$ cat src/sirs_pkg.sv
// Package for the signed integer to radix symbols converter.
// Holds widths, register indexes and character codes; no dependencies.
package sirs_pkg;

  localparam int VALUE_BITS  = 32;
  localparam int MAX_SYMBOLS = 16;
  localparam int SYM_BITS    = 8;
  localparam int CNT_BITS    = 5;
  localparam int DIGIT_BITS  = 4;
  localparam int IDX_BITS    = $clog2(VALUE_BITS);
  localparam int PROD_BITS   = VALUE_BITS + CNT_BITS;
  localparam int TRIAL_BITS  = VALUE_BITS + DIGIT_BITS;

  localparam int ADDR_BITS = 5;
  localparam int DATA_BITS = 64;

  localparam logic [1:0] REG_SYMBOLS_LOW  = 2'd0;
  localparam logic [1:0] REG_SYMBOLS_HIGH = 2'd1;
  localparam logic [1:0] REG_SYMBOL_COUNT = 2'd2;

  localparam logic [SYM_BITS-1:0] CHAR_PLUS  = 8'h2B;
  localparam logic [SYM_BITS-1:0] CHAR_MINUS = 8'h2D;
  localparam logic [SYM_BITS-1:0] CHAR_NUL   = 8'h00;

endpackage

$ cat src/signed_integer_to_radix_symbols_top.sv
// Top level of the signed integer to radix symbols converter.
// Sequencer with one shared multiply/compare-subtract unit; uses sirs_pkg.
//
//   channel | ports                                      | role
//   --------+--------------------------------------------+------------------------------
//   in      | in_valid, in_ready, in_value               | signed value, one per beat
//   out     | out_valid, out_ready, out_symbol, out_last | one character per beat
//   cfg     | psel, penable, pwrite, paddr, pwdata...    | alphabet and radix registers
//
// For an item in radix r the sequencer first builds the powers of r with the
// multiplier; then each digit costs a power load, nb compare-subtract steps and an
// emit, nb being the bit width of r-1 (1..4).
// Radix 2 on the most negative value is the longest case.
// rst_n is synchronous and clears control state and the registers.
// in_ready is high only while idle; a held output beat stalls the sequencer.
module signed_integer_to_radix_symbols_top (
  input  logic                                 clk,
  input  logic                                 rst_n,
  input  logic                                 in_valid,
  output logic                                 in_ready,
  input  logic signed [sirs_pkg::VALUE_BITS-1:0] in_value,
  output logic                                 out_valid,
  input  logic                                 out_ready,
  output logic [sirs_pkg::SYM_BITS-1:0]        out_symbol,
  output logic                                 out_last,
  input  logic                                 psel,
  input  logic                                 penable,
  input  logic                                 pwrite,
  input  logic [sirs_pkg::ADDR_BITS-1:0]       paddr,
  input  logic [sirs_pkg::DATA_BITS-1:0]       pwdata,
  output logic [sirs_pkg::DATA_BITS-1:0]       prdata,
  output logic                                 pready
);
  import sirs_pkg::*;

  localparam logic [2:0] S_IDLE  = 3'd0;
  localparam logic [2:0] S_CHECK = 3'd1;
  localparam logic [2:0] S_POW   = 3'd2;
  localparam logic [2:0] S_SIGN  = 3'd3;
  localparam logic [2:0] S_LOAD  = 3'd4;
  localparam logic [2:0] S_DIG   = 3'd5;
  localparam logic [2:0] S_EMIT  = 3'd6;
  localparam logic [2:0] S_WAIT  = 3'd7;

  logic [DATA_BITS-1:0]  sym_low_r;
  logic [DATA_BITS-1:0]  sym_high_r;
  logic [CNT_BITS-1:0]   sym_cnt_r;

  logic [2:0]            state_r, state_nxt;
  logic [VALUE_BITS-1:0] val_r, val_nxt;
  logic [VALUE_BITS-1:0] mag_r, mag_nxt;
  logic [VALUE_BITS-1:0] pow_r, pow_nxt;
  logic [VALUE_BITS-1:0] dv_r, dv_nxt;
  logic [IDX_BITS-1:0]   k_r, k_nxt;
  logic [1:0]            b_r, b_nxt;
  logic [DIGIT_BITS-1:0] digit_r, digit_nxt;
  logic                  neg_r, neg_nxt;

  logic                  out_valid_r, out_valid_nxt;
  logic [SYM_BITS-1:0]   out_symbol_r, out_symbol_nxt;
  logic                  out_last_r, out_last_nxt;

  logic [VALUE_BITS-1:0] pow_mem [VALUE_BITS];
  logic [VALUE_BITS-1:0] pw_rd_r;
  logic                  pw_we;

  logic [SYM_BITS-1:0]   sym [MAX_SYMBOLS];
  logic                  alpha_ok;
  logic [PROD_BITS-1:0]  prod;
  logic [TRIAL_BITS-1:0] trial;
  logic [TRIAL_BITS-1:0] mag_ext;
  logic [1:0]            b_top;
  logic                  slot_free;
  logic                  cfg_we;

  // configuration port
  assign pready = 1'b1;
  assign cfg_we = psel & penable & pwrite;

  always_ff @(posedge clk) begin
    if (!rst_n) begin
      sym_low_r  <= '0;
      sym_high_r <= '0;
      sym_cnt_r  <= '0;
    end else if (cfg_we) begin
      unique case (paddr[4:3])
        REG_SYMBOLS_LOW:  sym_low_r  <= pwdata;
        REG_SYMBOLS_HIGH: sym_high_r <= pwdata;
        REG_SYMBOL_COUNT: sym_cnt_r  <= pwdata[CNT_BITS-1:0];
        default: ;
      endcase
    end
  end

  always_comb begin
    unique case (paddr[4:3])
      REG_SYMBOLS_LOW:  prdata = sym_low_r;
      REG_SYMBOLS_HIGH: prdata = sym_high_r;
      REG_SYMBOL_COUNT: prdata = {{(DATA_BITS-CNT_BITS){1'b0}}, sym_cnt_r};
      default:          prdata = '0;
    endcase
  end

  // alphabet check
  always_comb begin
    for (int i = 0; i < 8; i++) begin
      sym[i]   = sym_low_r[8*i +: 8];
      sym[i+8] = sym_high_r[8*i +: 8];
    end
  end

  always_comb begin
    alpha_ok = (sym_cnt_r >= CNT_BITS'(2)) && (sym_cnt_r <= CNT_BITS'(MAX_SYMBOLS));
    for (int i = 0; i < MAX_SYMBOLS; i++) begin
      if (CNT_BITS'(i) < sym_cnt_r) begin
        if (sym[i] == CHAR_NUL || sym[i] == CHAR_PLUS || sym[i] == CHAR_MINUS)
          alpha_ok = 1'b0;
      end
      for (int j = i + 1; j < MAX_SYMBOLS; j++) begin
        if (CNT_BITS'(j) < sym_cnt_r && sym[i] == sym[j])
          alpha_ok = 1'b0;
      end
    end
  end

  // power table
  always_ff @(posedge clk) begin
    if (pw_we) pow_mem[k_r] <= pow_r;
    pw_rd_r <= pow_mem[k_r];
  end

  // shared arithmetic
  assign prod    = PROD_BITS'(pow_r) * PROD_BITS'(sym_cnt_r);
  assign trial   = {{DIGIT_BITS{1'b0}}, dv_r} << b_r;
  assign mag_ext = {{DIGIT_BITS{1'b0}}, mag_r};

  always_comb begin
    if      (sym_cnt_r > CNT_BITS'(8)) b_top = 2'd3;
    else if (sym_cnt_r > CNT_BITS'(4)) b_top = 2'd2;
    else if (sym_cnt_r > CNT_BITS'(2)) b_top = 2'd1;
    else                               b_top = 2'd0;
  end

  assign slot_free = !out_valid_r || out_ready;

  always_comb begin
    state_nxt      = state_r;
    val_nxt        = val_r;
    mag_nxt        = mag_r;
    pow_nxt        = pow_r;
    dv_nxt         = dv_r;
    k_nxt          = k_r;
    b_nxt          = b_r;
    digit_nxt      = digit_r;
    neg_nxt        = neg_r;
    pw_we          = 1'b0;
    out_valid_nxt  = out_valid_r && !out_ready;
    out_symbol_nxt = out_symbol_r;
    out_last_nxt   = out_last_r;
    unique case (state_r)
      S_IDLE: begin
        if (in_valid) begin
          val_nxt   = in_value;
          state_nxt = S_CHECK;
        end
      end
      S_CHECK: begin
        if (!alpha_ok) begin
          state_nxt = S_IDLE;
        end else begin
          neg_nxt   = val_r[VALUE_BITS-1];
          mag_nxt   = val_r[VALUE_BITS-1] ? (~val_r + VALUE_BITS'(1)) : val_r;
          pow_nxt   = VALUE_BITS'(1);
          k_nxt     = '0;
          state_nxt = S_POW;
        end
      end
      S_POW: begin
        pw_we = 1'b1;
        if (prod <= PROD_BITS'(mag_r)) begin
          pow_nxt = prod[VALUE_BITS-1:0];
          k_nxt   = k_r + IDX_BITS'(1);
        end else begin
          state_nxt = S_SIGN;
        end
      end
      S_SIGN: begin
        if (!neg_r) begin
          state_nxt = S_LOAD;
        end else if (slot_free) begin
          out_valid_nxt  = 1'b1;
          out_symbol_nxt = CHAR_MINUS;
          out_last_nxt   = 1'b0;
          state_nxt      = S_LOAD;
        end
      end
      S_LOAD: begin
        dv_nxt    = pw_rd_r;
        b_nxt     = b_top;
        digit_nxt = '0;
        state_nxt = S_DIG;
      end
      S_DIG: begin
        if (mag_ext >= trial) begin
          mag_nxt        = mag_r - trial[VALUE_BITS-1:0];
          digit_nxt[b_r] = 1'b1;
        end
        if (b_r == 2'd0) state_nxt = S_EMIT;
        else             b_nxt     = b_r - 2'd1;
      end
      S_EMIT: begin
        if (slot_free) begin
          out_valid_nxt  = 1'b1;
          out_symbol_nxt = sym[digit_r];
          out_last_nxt   = (k_r == '0);
          if (k_r == '0) begin
            state_nxt = S_IDLE;
          end else begin
            k_nxt     = k_r - IDX_BITS'(1);
            state_nxt = S_WAIT;
          end
        end
      end
      S_WAIT: begin
        state_nxt = S_LOAD;
      end
      default: state_nxt = S_IDLE;
    endcase
  end

  always_ff @(posedge clk) begin
    if (!rst_n) begin
      state_r     <= S_IDLE;
      out_valid_r <= 1'b0;
      k_r         <= '0;
      neg_r       <= 1'b0;
      mag_r       <= '0;
    end else begin
      state_r     <= state_nxt;
      out_valid_r <= out_valid_nxt;
      k_r         <= k_nxt;
      neg_r       <= neg_nxt;
      mag_r       <= mag_nxt;
    end
  end

  always_ff @(posedge clk) begin
    val_r        <= val_nxt;
    pow_r        <= pow_nxt;
    dv_r         <= dv_nxt;
    b_r          <= b_nxt;
    digit_r      <= digit_nxt;
    out_symbol_r <= out_symbol_nxt;
    out_last_r   <= out_last_nxt;
  end

  assign in_ready   = (state_r == S_IDLE);
  assign out_valid  = out_valid_r;
  assign out_symbol = out_symbol_r;
  assign out_last   = out_last_r;

endmodule
$ cat config.mk
export PLATFORM = sky130hd
export DESIGN_NAME = signed_integer_to_radix_symbols_top
export DESIGN_NICKNAME = d
export VERILOG_FILES = /design/src/sirs_pkg.sv /design/src/signed_integer_to_radix_symbols_top.sv
export SDC_FILE = /design/constraint.sdc
export NUM_CORES = 2
export LEC_CHECK = 0
export BUFFER_PORTS_ARGS = -buffer_cell sky130_fd_sc_hd__buf_2
export CAP_MARGIN = 40
export CELL_PAD_IN_SITES_DETAIL_PLACEMENT = 1
export CELL_PAD_IN_SITES_GLOBAL_PLACEMENT = 2
export CORE_MARGIN = 5
export CORE_UTILIZATION = 40
export DETAILED_ROUTE_END_ITERATION = 10
export PLACE_DENSITY = 0.8
export SKIP_CTS_REPAIR_TIMING = 1
export SYNTH_ARGS = -nofsm -noshare
export SYNTH_HDL_FRONTEND = slang
export SYNTH_SLANG_ARGS = --single-unit
$ cat constraint.sdc
create_clock -name clk -period 9.5 [get_ports clk]
set_input_delay 1.9 -clock clk [delete_from_list [all_inputs] [get_ports clk]]
set_output_delay 1.9 -clock clk [all_outputs]
set_load 0.02 [all_outputs]
* Yosys cells after proc, flatten, opt, wreduce, memory -nomap -nowiden
Memories as Yosys holds them, arrays and structs flattened. A register that Yosys moved wholly into a read port is not among the register bits. Cells that the tools add are included.
Storage, ports and cells: register bits 286, memory bits (writable) 1024, input port bits 108, output and inout bits 76, logic and storage cells 622, memories 1
Cells by class: add/sub/neg operators 5, $mul 1, magnitude comparators 26, equal/unequal tests 173, shifts and indexed selects 1, muxes and demuxes 200, bitwise logic cells 5, reduce and logical (&&, ||, !) cells 195
Memory list:
- pow_mem | depth 32, width 32, rd ports 1, clocked after Yosys merged registers in 1, write ports 1, line signed_integer_to_radix_symbols_top.sv:63 | logic [VALUE_BITS-1:0] pow_mem [VALUE_BITS];
Operators with widths (number):
- == test 8 bit | 120
- == test 8 x 6 -> 1 bit (second input constant) | 32
- case mux 64 bit (3 select lines) | 1
- 2-to-1 mux 1 bit | 162
- 2-to-1 mux 32 bit | 5
- zero test 8 bit | 16
- case mux 32 bit (2 select lines) | 2
- logical AND 1 bit | 123
- < comparator 4 x 5 -> 1 bit (first input constant) | 8
- 2-to-1 mux 8 bit | 5
- less-or-equal comparator 37 x 32 -> 1 bit | 1
- multiplier 32 x 5 -> 37 bit | 1
- greater-or-equal comparator 32 x 36 -> 1 bit | 1
- left shift 32 x 2 -> 36 bit | 1
- logical OR 1 bit | 33
- adder 32 x 1 -> 32 bit (second input constant) | 1
- binary-select mux 8 bit (select 4 bit) | 1
- NOT 32 bit | 1
- subtractor 32 bit | 1
- case mux 3 bit (8 select lines) | 1
- != test 2 bit (second input constant) | 11
- 2-to-1 mux 3 bit | 7
- < comparator 3 x 5 -> 1 bit (first input constant) | 4
- 2-to-1 mux 5 bit | 4
- 40 further kinds | 64

* Depth between registers and ports, before layout
depth after elaboration 157, gate-level depth with buffers 30

* Least setup slack after synthesis
No wires, ideal clock.
kind reg2reg, start register sym_cnt_r[4], end register pow_r[0] (enable), arrival time 8.489 ns, data required time 9.079 ns, path slack 0.590 ns, stages on the path, launching flop included 31, clock period less this slack 8.910 ns, cell sequence dfxtp_1 buf_6 clkbuf_1 clkbuf_1 clkbuf_1 clkbuf_1 nand2_1 fa_1 inv_1 fa_1 fa_1 ha_1 nand4_1 or4_1 a211oi_1 a2bb2oi_1 a21oi_1 o21ai_0 a21o_1 a21oi_1 xnor2_1 ha_1 a211oi_1 nand2b_1 a2111oi_0 o2111ai_1 a21oi_1 nand2_1 nor3_1 a21oi_1 nor2_1
RTL lines:
- from (decl) | line signed_integer_to_radix_symbols_top.sv:47 | logic [CNT_BITS-1:0] sym_cnt_r;
- from (signal assigned) | line signed_integer_to_radix_symbols_top.sv:89 | REG_SYMBOL_COUNT: sym_cnt_r <= pwdata[CNT_BITS-1:0];
- multiplier 32 x 5 -> 37 bit | line signed_integer_to_radix_symbols_top.sv:133 | assign prod = PROD_BITS'(pow_r) * PROD_BITS'(sym_cnt_r);
- net prod[30] | line signed_integer_to_radix_symbols_top.sv:69 | logic [PROD_BITS-1:0] prod;
- less-or-equal comparator 37 x 32 -> 1 bit | line signed_integer_to_radix_symbols_top.sv:180 | if (prod <= PROD_BITS'(mag_r)) begin
- != test 2 bit (no source line)
- AND reduction 3 bit (no source line)
- to (signal assigned) | line signed_integer_to_radix_symbols_top.sv:249 | pow_r <= pow_nxt;
- to (decl) | line signed_integer_to_radix_symbols_top.sv:52 | logic [VALUE_BITS-1:0] pow_r, pow_nxt;
The timed path passes the listed nets, and every way through them passes these cells. A chain may end at the register's enable or synchronous reset.

* Worst setup path in the final report
start register sym_cnt_r[2], end register pow_r[29] (enable)
Same word-level chain as after synthesis.

==> flow_results.org <==
** Outcome
- Run status :: finished, final reports clean

** Worst hold path
- In this run the worst hold path is classified as reg2reg.
- Startpoint of the lowest-slack hold path :: pw_rd_r[14]
- Counting instances, the worst hold path has a depth of 0.
- Hold EP :: dv_r[14]

** Floorplanning
- For this configuration, the core starts out at a cell density of 40.2%.
- Die extent in y :: 436 µm
- Die extent in x :: 436 µm
- The core region is 0.181 mm².
- Row cnt :: 156
- Top Ports :: 184
- The floorplan step defined a die boundary enclosing 0.190 mm².

** Power and ir drop
- The analysis attributes to net switching a power of 4010 µW.
- Total power for the finished layout comes to 15,000 µW.
- Pwr per Cell Area :: 183 mW/mm²
- IR analysis of the VDD net gives a maximum drop of 0.000180 V.
- The analysis attributes to cell leakage a power of 0.0295 µW.
- Internal power summed over all cells :: 10,900 µW
- Power share of the sequential group :: 46.3%
- Combinational logic burns 15.3% of the power.
- The share of total power dissipated in the clock network is 38.4%.
- Net switching is 26.8% of the power.

** Clock tree
- Maximum root-to-sink buffer count :: 3
- Clk root buf :: sky130_fd_sc_hd__clkbuf_16
- Buffers inserted during clock tree synthesis total 142.
- TritonCTS built the clock tree.
- Source-to-sink clock delay at the later pin of the worst-skew pair :: 830 ps
- Number of sinks on the clock net :: 1,342
- The H-tree generated during clock tree synthesis spans 4 levels.
- Clock transition at the registers of the reported paths :: 60 ps

** Synthesis
- Async set-reset flop share out of synthesis :: 0%
- Of the synthesized area, sequential elements account for 52.7%.
- Syn nets :: 6,005
- Count of warnings emitted by yosys :: 0
- The synthesized design contains 1,135 enable-type register cells.
- Number of instances in the synthesized netlist :: 5,688
- The synthesized design contains 1,342 register bits.
- Top_reg_cell synth :: sky130_fd_sc_hd__edfxtp_1
- In this run the cell area of the synthesized design comes to 0.0725 mm².
- After synthesis, the netlist uses 81 different library cells.
- The average instance in the mapped netlist occupies 12.7 µm².

** Timing
- Worst rel slew slack :: 30.0%
- Final critical path time including I/O delays and setup :: 8570 ps
- Clock skew on the completed layout was measured at 76.3 ps.
- Achievable frequency :: 117 MHz
- Sum of negative setup slack :: 0 ps
- Setup slack on the critical path of the routed design comes to 934 ps.
- Setup violations remaining at the end of the flow were counted as 0.
- The final number of max-transition violations came to 0.
- The final-report hold violation count was 0.
- Across all hold checks on the routed design, the worst slack comes to 404 ps.
- Worst Tran Pin Value :: 1040 ps
- RSZ-0062 raised after global routing :: no
- After layout, the worst path uses 90.2% of the clock period.

** Cells and area
- The post-route netlist has 17.8% of its cells at a drive strength greater than 1.
- Final design area excluding fillers :: 0.0816 mm²
- Highest-count cells in the layout ignoring fill and taps :: sky130_fd_sc_hd__edfxtp_1 (1,135), sky130_fd_sc_hd__xnor2_1 (640), sky130_fd_sc_hd__nand2_1 (451)
- Sequential standard cell area :: 0.0382 mm²
- Multi-input gate area :: 0.0320 mm²
- Most common library cell in the layout ignoring fill and taps :: sky130_fd_sc_hd__edfxtp_1
- The area growth from synthesis to layout is 12.6%.
- The layout has 18,500 filler cells.
- NumNets Final :: 6,090

** Placed design
- I/O Buffers :: 179
- Final weighted congestion in routability-driven placement :: 0.908
- HPWL after detailed placement :: 153,000 µm
- Timing analysis after detailed placement gives a worst setup slack of 1010 ps.
- Total cell area at the placement stage :: 0.0768 mm²

** Route
- Routed signal wires occupy layers up through met5.
- The detailed router finished its first iteration with 6,054 violations.
- In the final routed layout, each cell accounts on average for 31.5 µm.
- Number of DRC violations after detailed routing :: 0
- For this block, wires on met1 add up to 103,000 µm.
- Routed wl met2 :: 121,000 µm
- Routed vias :: 51,000
- Using the TritonRoute via totals, the vias-per-cell ratio works out to 6.17.
- For this block, the routed nets add up to 260,000 µm of wire.
- Routed wire length on met3 :: 26,600 µm
- The first detailed-routing pass took 5 iterations.
- Once detail routing completed, the nets flagged for antenna violations numbered 0.

** Worst setup path
- STA puts the critical path data required time at 9920 ps.
- The worst setup path is of the reg2reg kind.
- STA puts the critical path data arrival time at 8990 ps.
- Along the worst path, the maximum fanout reaches 32.
- Element type at the critical path end :: register
- Startpoint of the worst-slack reg-to-reg timing path :: sym_cnt_r[2]
- R2R Setup Slk :: 930 ps
- The largest individual stage delay along the critical path comes from the cell sky130_fd_sc_hd__dfxtp_2.
- On the worst path, the slowest cell contributes a delay of 700 ps.
- Startpoint class of the critical path :: register
- Length in cells of the worst reg-to-reg path :: 28
- The cell that appears most often on the critical path is sky130_fd_sc_hd__a21oi_1.
- The worst register-to-register path ends at pow_r[29].

** Global route
- Total global routing overflow :: 0
- Vias in the first global route :: 52,600
- The first global-routing pass estimated 375,000 µm of wire.
- Across every metal layer, demand over resource in global routing totals 26.8%.
- Largest net degree at the start of global routing :: 141
- Antenna violations before repair :: 19

** Run
- Number of maximum-capacitance constraint violations :: 0
-- cell usage after synthesis (7+ instances only) --
library cell | number | area share (%)
sky130_fd_sc_hd__edfxtp_1 | 1135 | 47
sky130_fd_sc_hd__xnor2_1 | 640 | 7.7
sky130_fd_sc_hd__nand2_1 | 452 | 2.3
sky130_fd_sc_hd__xor2_1 | 417 | 5.0
sky130_fd_sc_hd__mux4_2 | 313 | 9.7
sky130_fd_sc_hd__a21oi_1 | 253 | 1.7
sky130_fd_sc_hd__nor2_1 | 213 | 1.1
sky130_fd_sc_hd__nand4_1 | 209 | 1.8
sky130_fd_sc_hd__dfxtp_1 | 207 | 5.7
sky130_fd_sc_hd__clkbuf_1 | 183 | 0.95
sky130_fd_sc_hd__buf_1 | 167 | 0.86
sky130_fd_sc_hd__inv_1 | 141 | 0.73
sky130_fd_sc_hd__a22oi_1 | 140 | 1.4
sky130_fd_sc_hd__buf_2 | 130 | 0.90
sky130_fd_sc_hd__ha_1 | 117 | 2.0
sky130_fd_sc_hd__and2_1 | 109 | 0.94
sky130_fd_sc_hd__nor4_1 | 104 | 0.90
sky130_fd_sc_hd__fa_1 | 92 | 2.5
sky130_fd_sc_hd__nor3_1 | 90 | 0.62
sky130_fd_sc_hd__mux2i_1 | 83 | 1.1
sky130_fd_sc_hd__o21ai_0 | 83 | 0.57
sky130_fd_sc_hd__nand3_1 | 54 | 0.37
sky130_fd_sc_hd__a21o_1 | 31 | 0.32
sky130_fd_sc_hd__a31oi_1 | 23 | 0.20
sky130_fd_sc_hd__or3_1 | 23 | 0.20
sky130_fd_sc_hd__nor2b_1 | 20 | 0.17
sky130_fd_sc_hd__o31ai_1 | 20 | 0.21
sky130_fd_sc_hd__or4_1 | 19 | 0.20
sky130_fd_sc_hd__o22ai_1 | 16 | 0.14
sky130_fd_sc_hd__a211oi_1 | 15 | 0.16
sky130_fd_sc_hd__and3_1 | 15 | 0.13
sky130_fd_sc_hd__o221ai_1 | 15 | 0.18
sky130_fd_sc_hd__nand2b_1 | 12 | 0.10
sky130_fd_sc_hd__or2_2 | 11 | 0.095
sky130_fd_sc_hd__a2111oi_0 | 10 | 0.12
sky130_fd_sc_hd__o21a_1 | 10 | 0.10
sky130_fd_sc_hd__a211oi_2 | 9 | 0.16
sky130_fd_sc_hd__o21bai_1 | 8 | 0.083
sky130_fd_sc_hd__mux2_2 | 7 | 0.11
-- per-stage QoR --
step                      cells  utilization, %
after floorplan            5688               -
after CTS                  8261            45.2
after global placement     7983            42.3
after global routing       8262            45.2
final                      8266            45.2
after detailed placement   7998            42.5
-- metal layers --
layer | GRT usage [%] | up-vias
li1 | - | 21000
met2 | 42.8 | 2888
met1 | 35.8 | 26500
met4 | 9.77 | 6
met3 | 6.20 | 581
met5 | 0 | -
-- flip-flops by register name, indices dropped and copies added, names as in the netlist, 8 cells and up --
| signal | flops |
|---|---|
| val_r | 32 |
| out_symbol | 8 |
| sym_low_r | 64 |
| pow_r | 32 |
| dv_r | 32 |
| sym_high_r | 64 |
| mag_r | 32 |
| pw_rd_r | 32 |
| pow_mem | 1024 |
-- power by group through the flow --
stage / clock (µW) / combinational, µW / sequential, µW
2_1_floorplan: 0 / 1590 / 6920
3_3_place_gp: 0 / 2150 / 7050
3_5_place_dp: 0 / 2270 / 7040
4_1_cts: 5840 / 2290 / 6920
5_1_grt: 6140 / 2430 / 6950
6_report: 5740 / 2280 / 6930
-- critical path: cells and delay by family, from the launching register on --
family / cells / cell delay [ps]
AO/OA/AOI/OAI: 11 / 2840
XOR/XNOR: 1 / 230
adder cells (fa/ha/maj): 5 / 2040
buffers and inverters: 4 / 1100
flip-flops: 1 / 700
AND/OR/NAND/NOR: 7 / 1180
-- area by class of cell --
class,count,area share (%)
Timing Repair Buffer,427,3.66
Clock inverter,77,1.21
Inverter,143,0.664
Tap cell,2370,3.63
Antenna cell,4,0.0123
Sequential cell,1342,46.8
Clock buffer,186,4.74
Multi-Input combinational cell,3717,39.2
-- how the worst max path moves through the flow --
stage                       from         to  slack (ps)  cells past startpoint
global route        sym_cnt_r[2]   pow_r[6]         370                     28
floorplan           sym_cnt_r[4]   pow_r[0]         590                     30
detailed placement  sym_cnt_r[2]  pow_r[22]        1010                     28
finish              sym_cnt_r[2]  pow_r[29]         930                     28
CTS                 sym_cnt_r[2]   pow_r[6]         880                     28
global placement        pow_r[5]  pow_r[20]         960                     27
-- cells by family (layout without fill, tap and decap cells) --
group                    after synthesis  count (layout)  synth area share (%)
AND/OR/NAND/NOR                     1352            1352                  9.23
flip-flops                          1342            1342                  52.7
XOR/XNOR                            1057            1057                  12.8
AO/OA/AOI/OAI                        695             695                  6.22
buffers and inverters                629             833                  3.52
multiplexers                         403             403                  11.0
adder cells (fa/ha/maj)              209             209                  4.56
other                                  1               5               0.00517
Note: power is estimated with default switching activity, not from simulation.
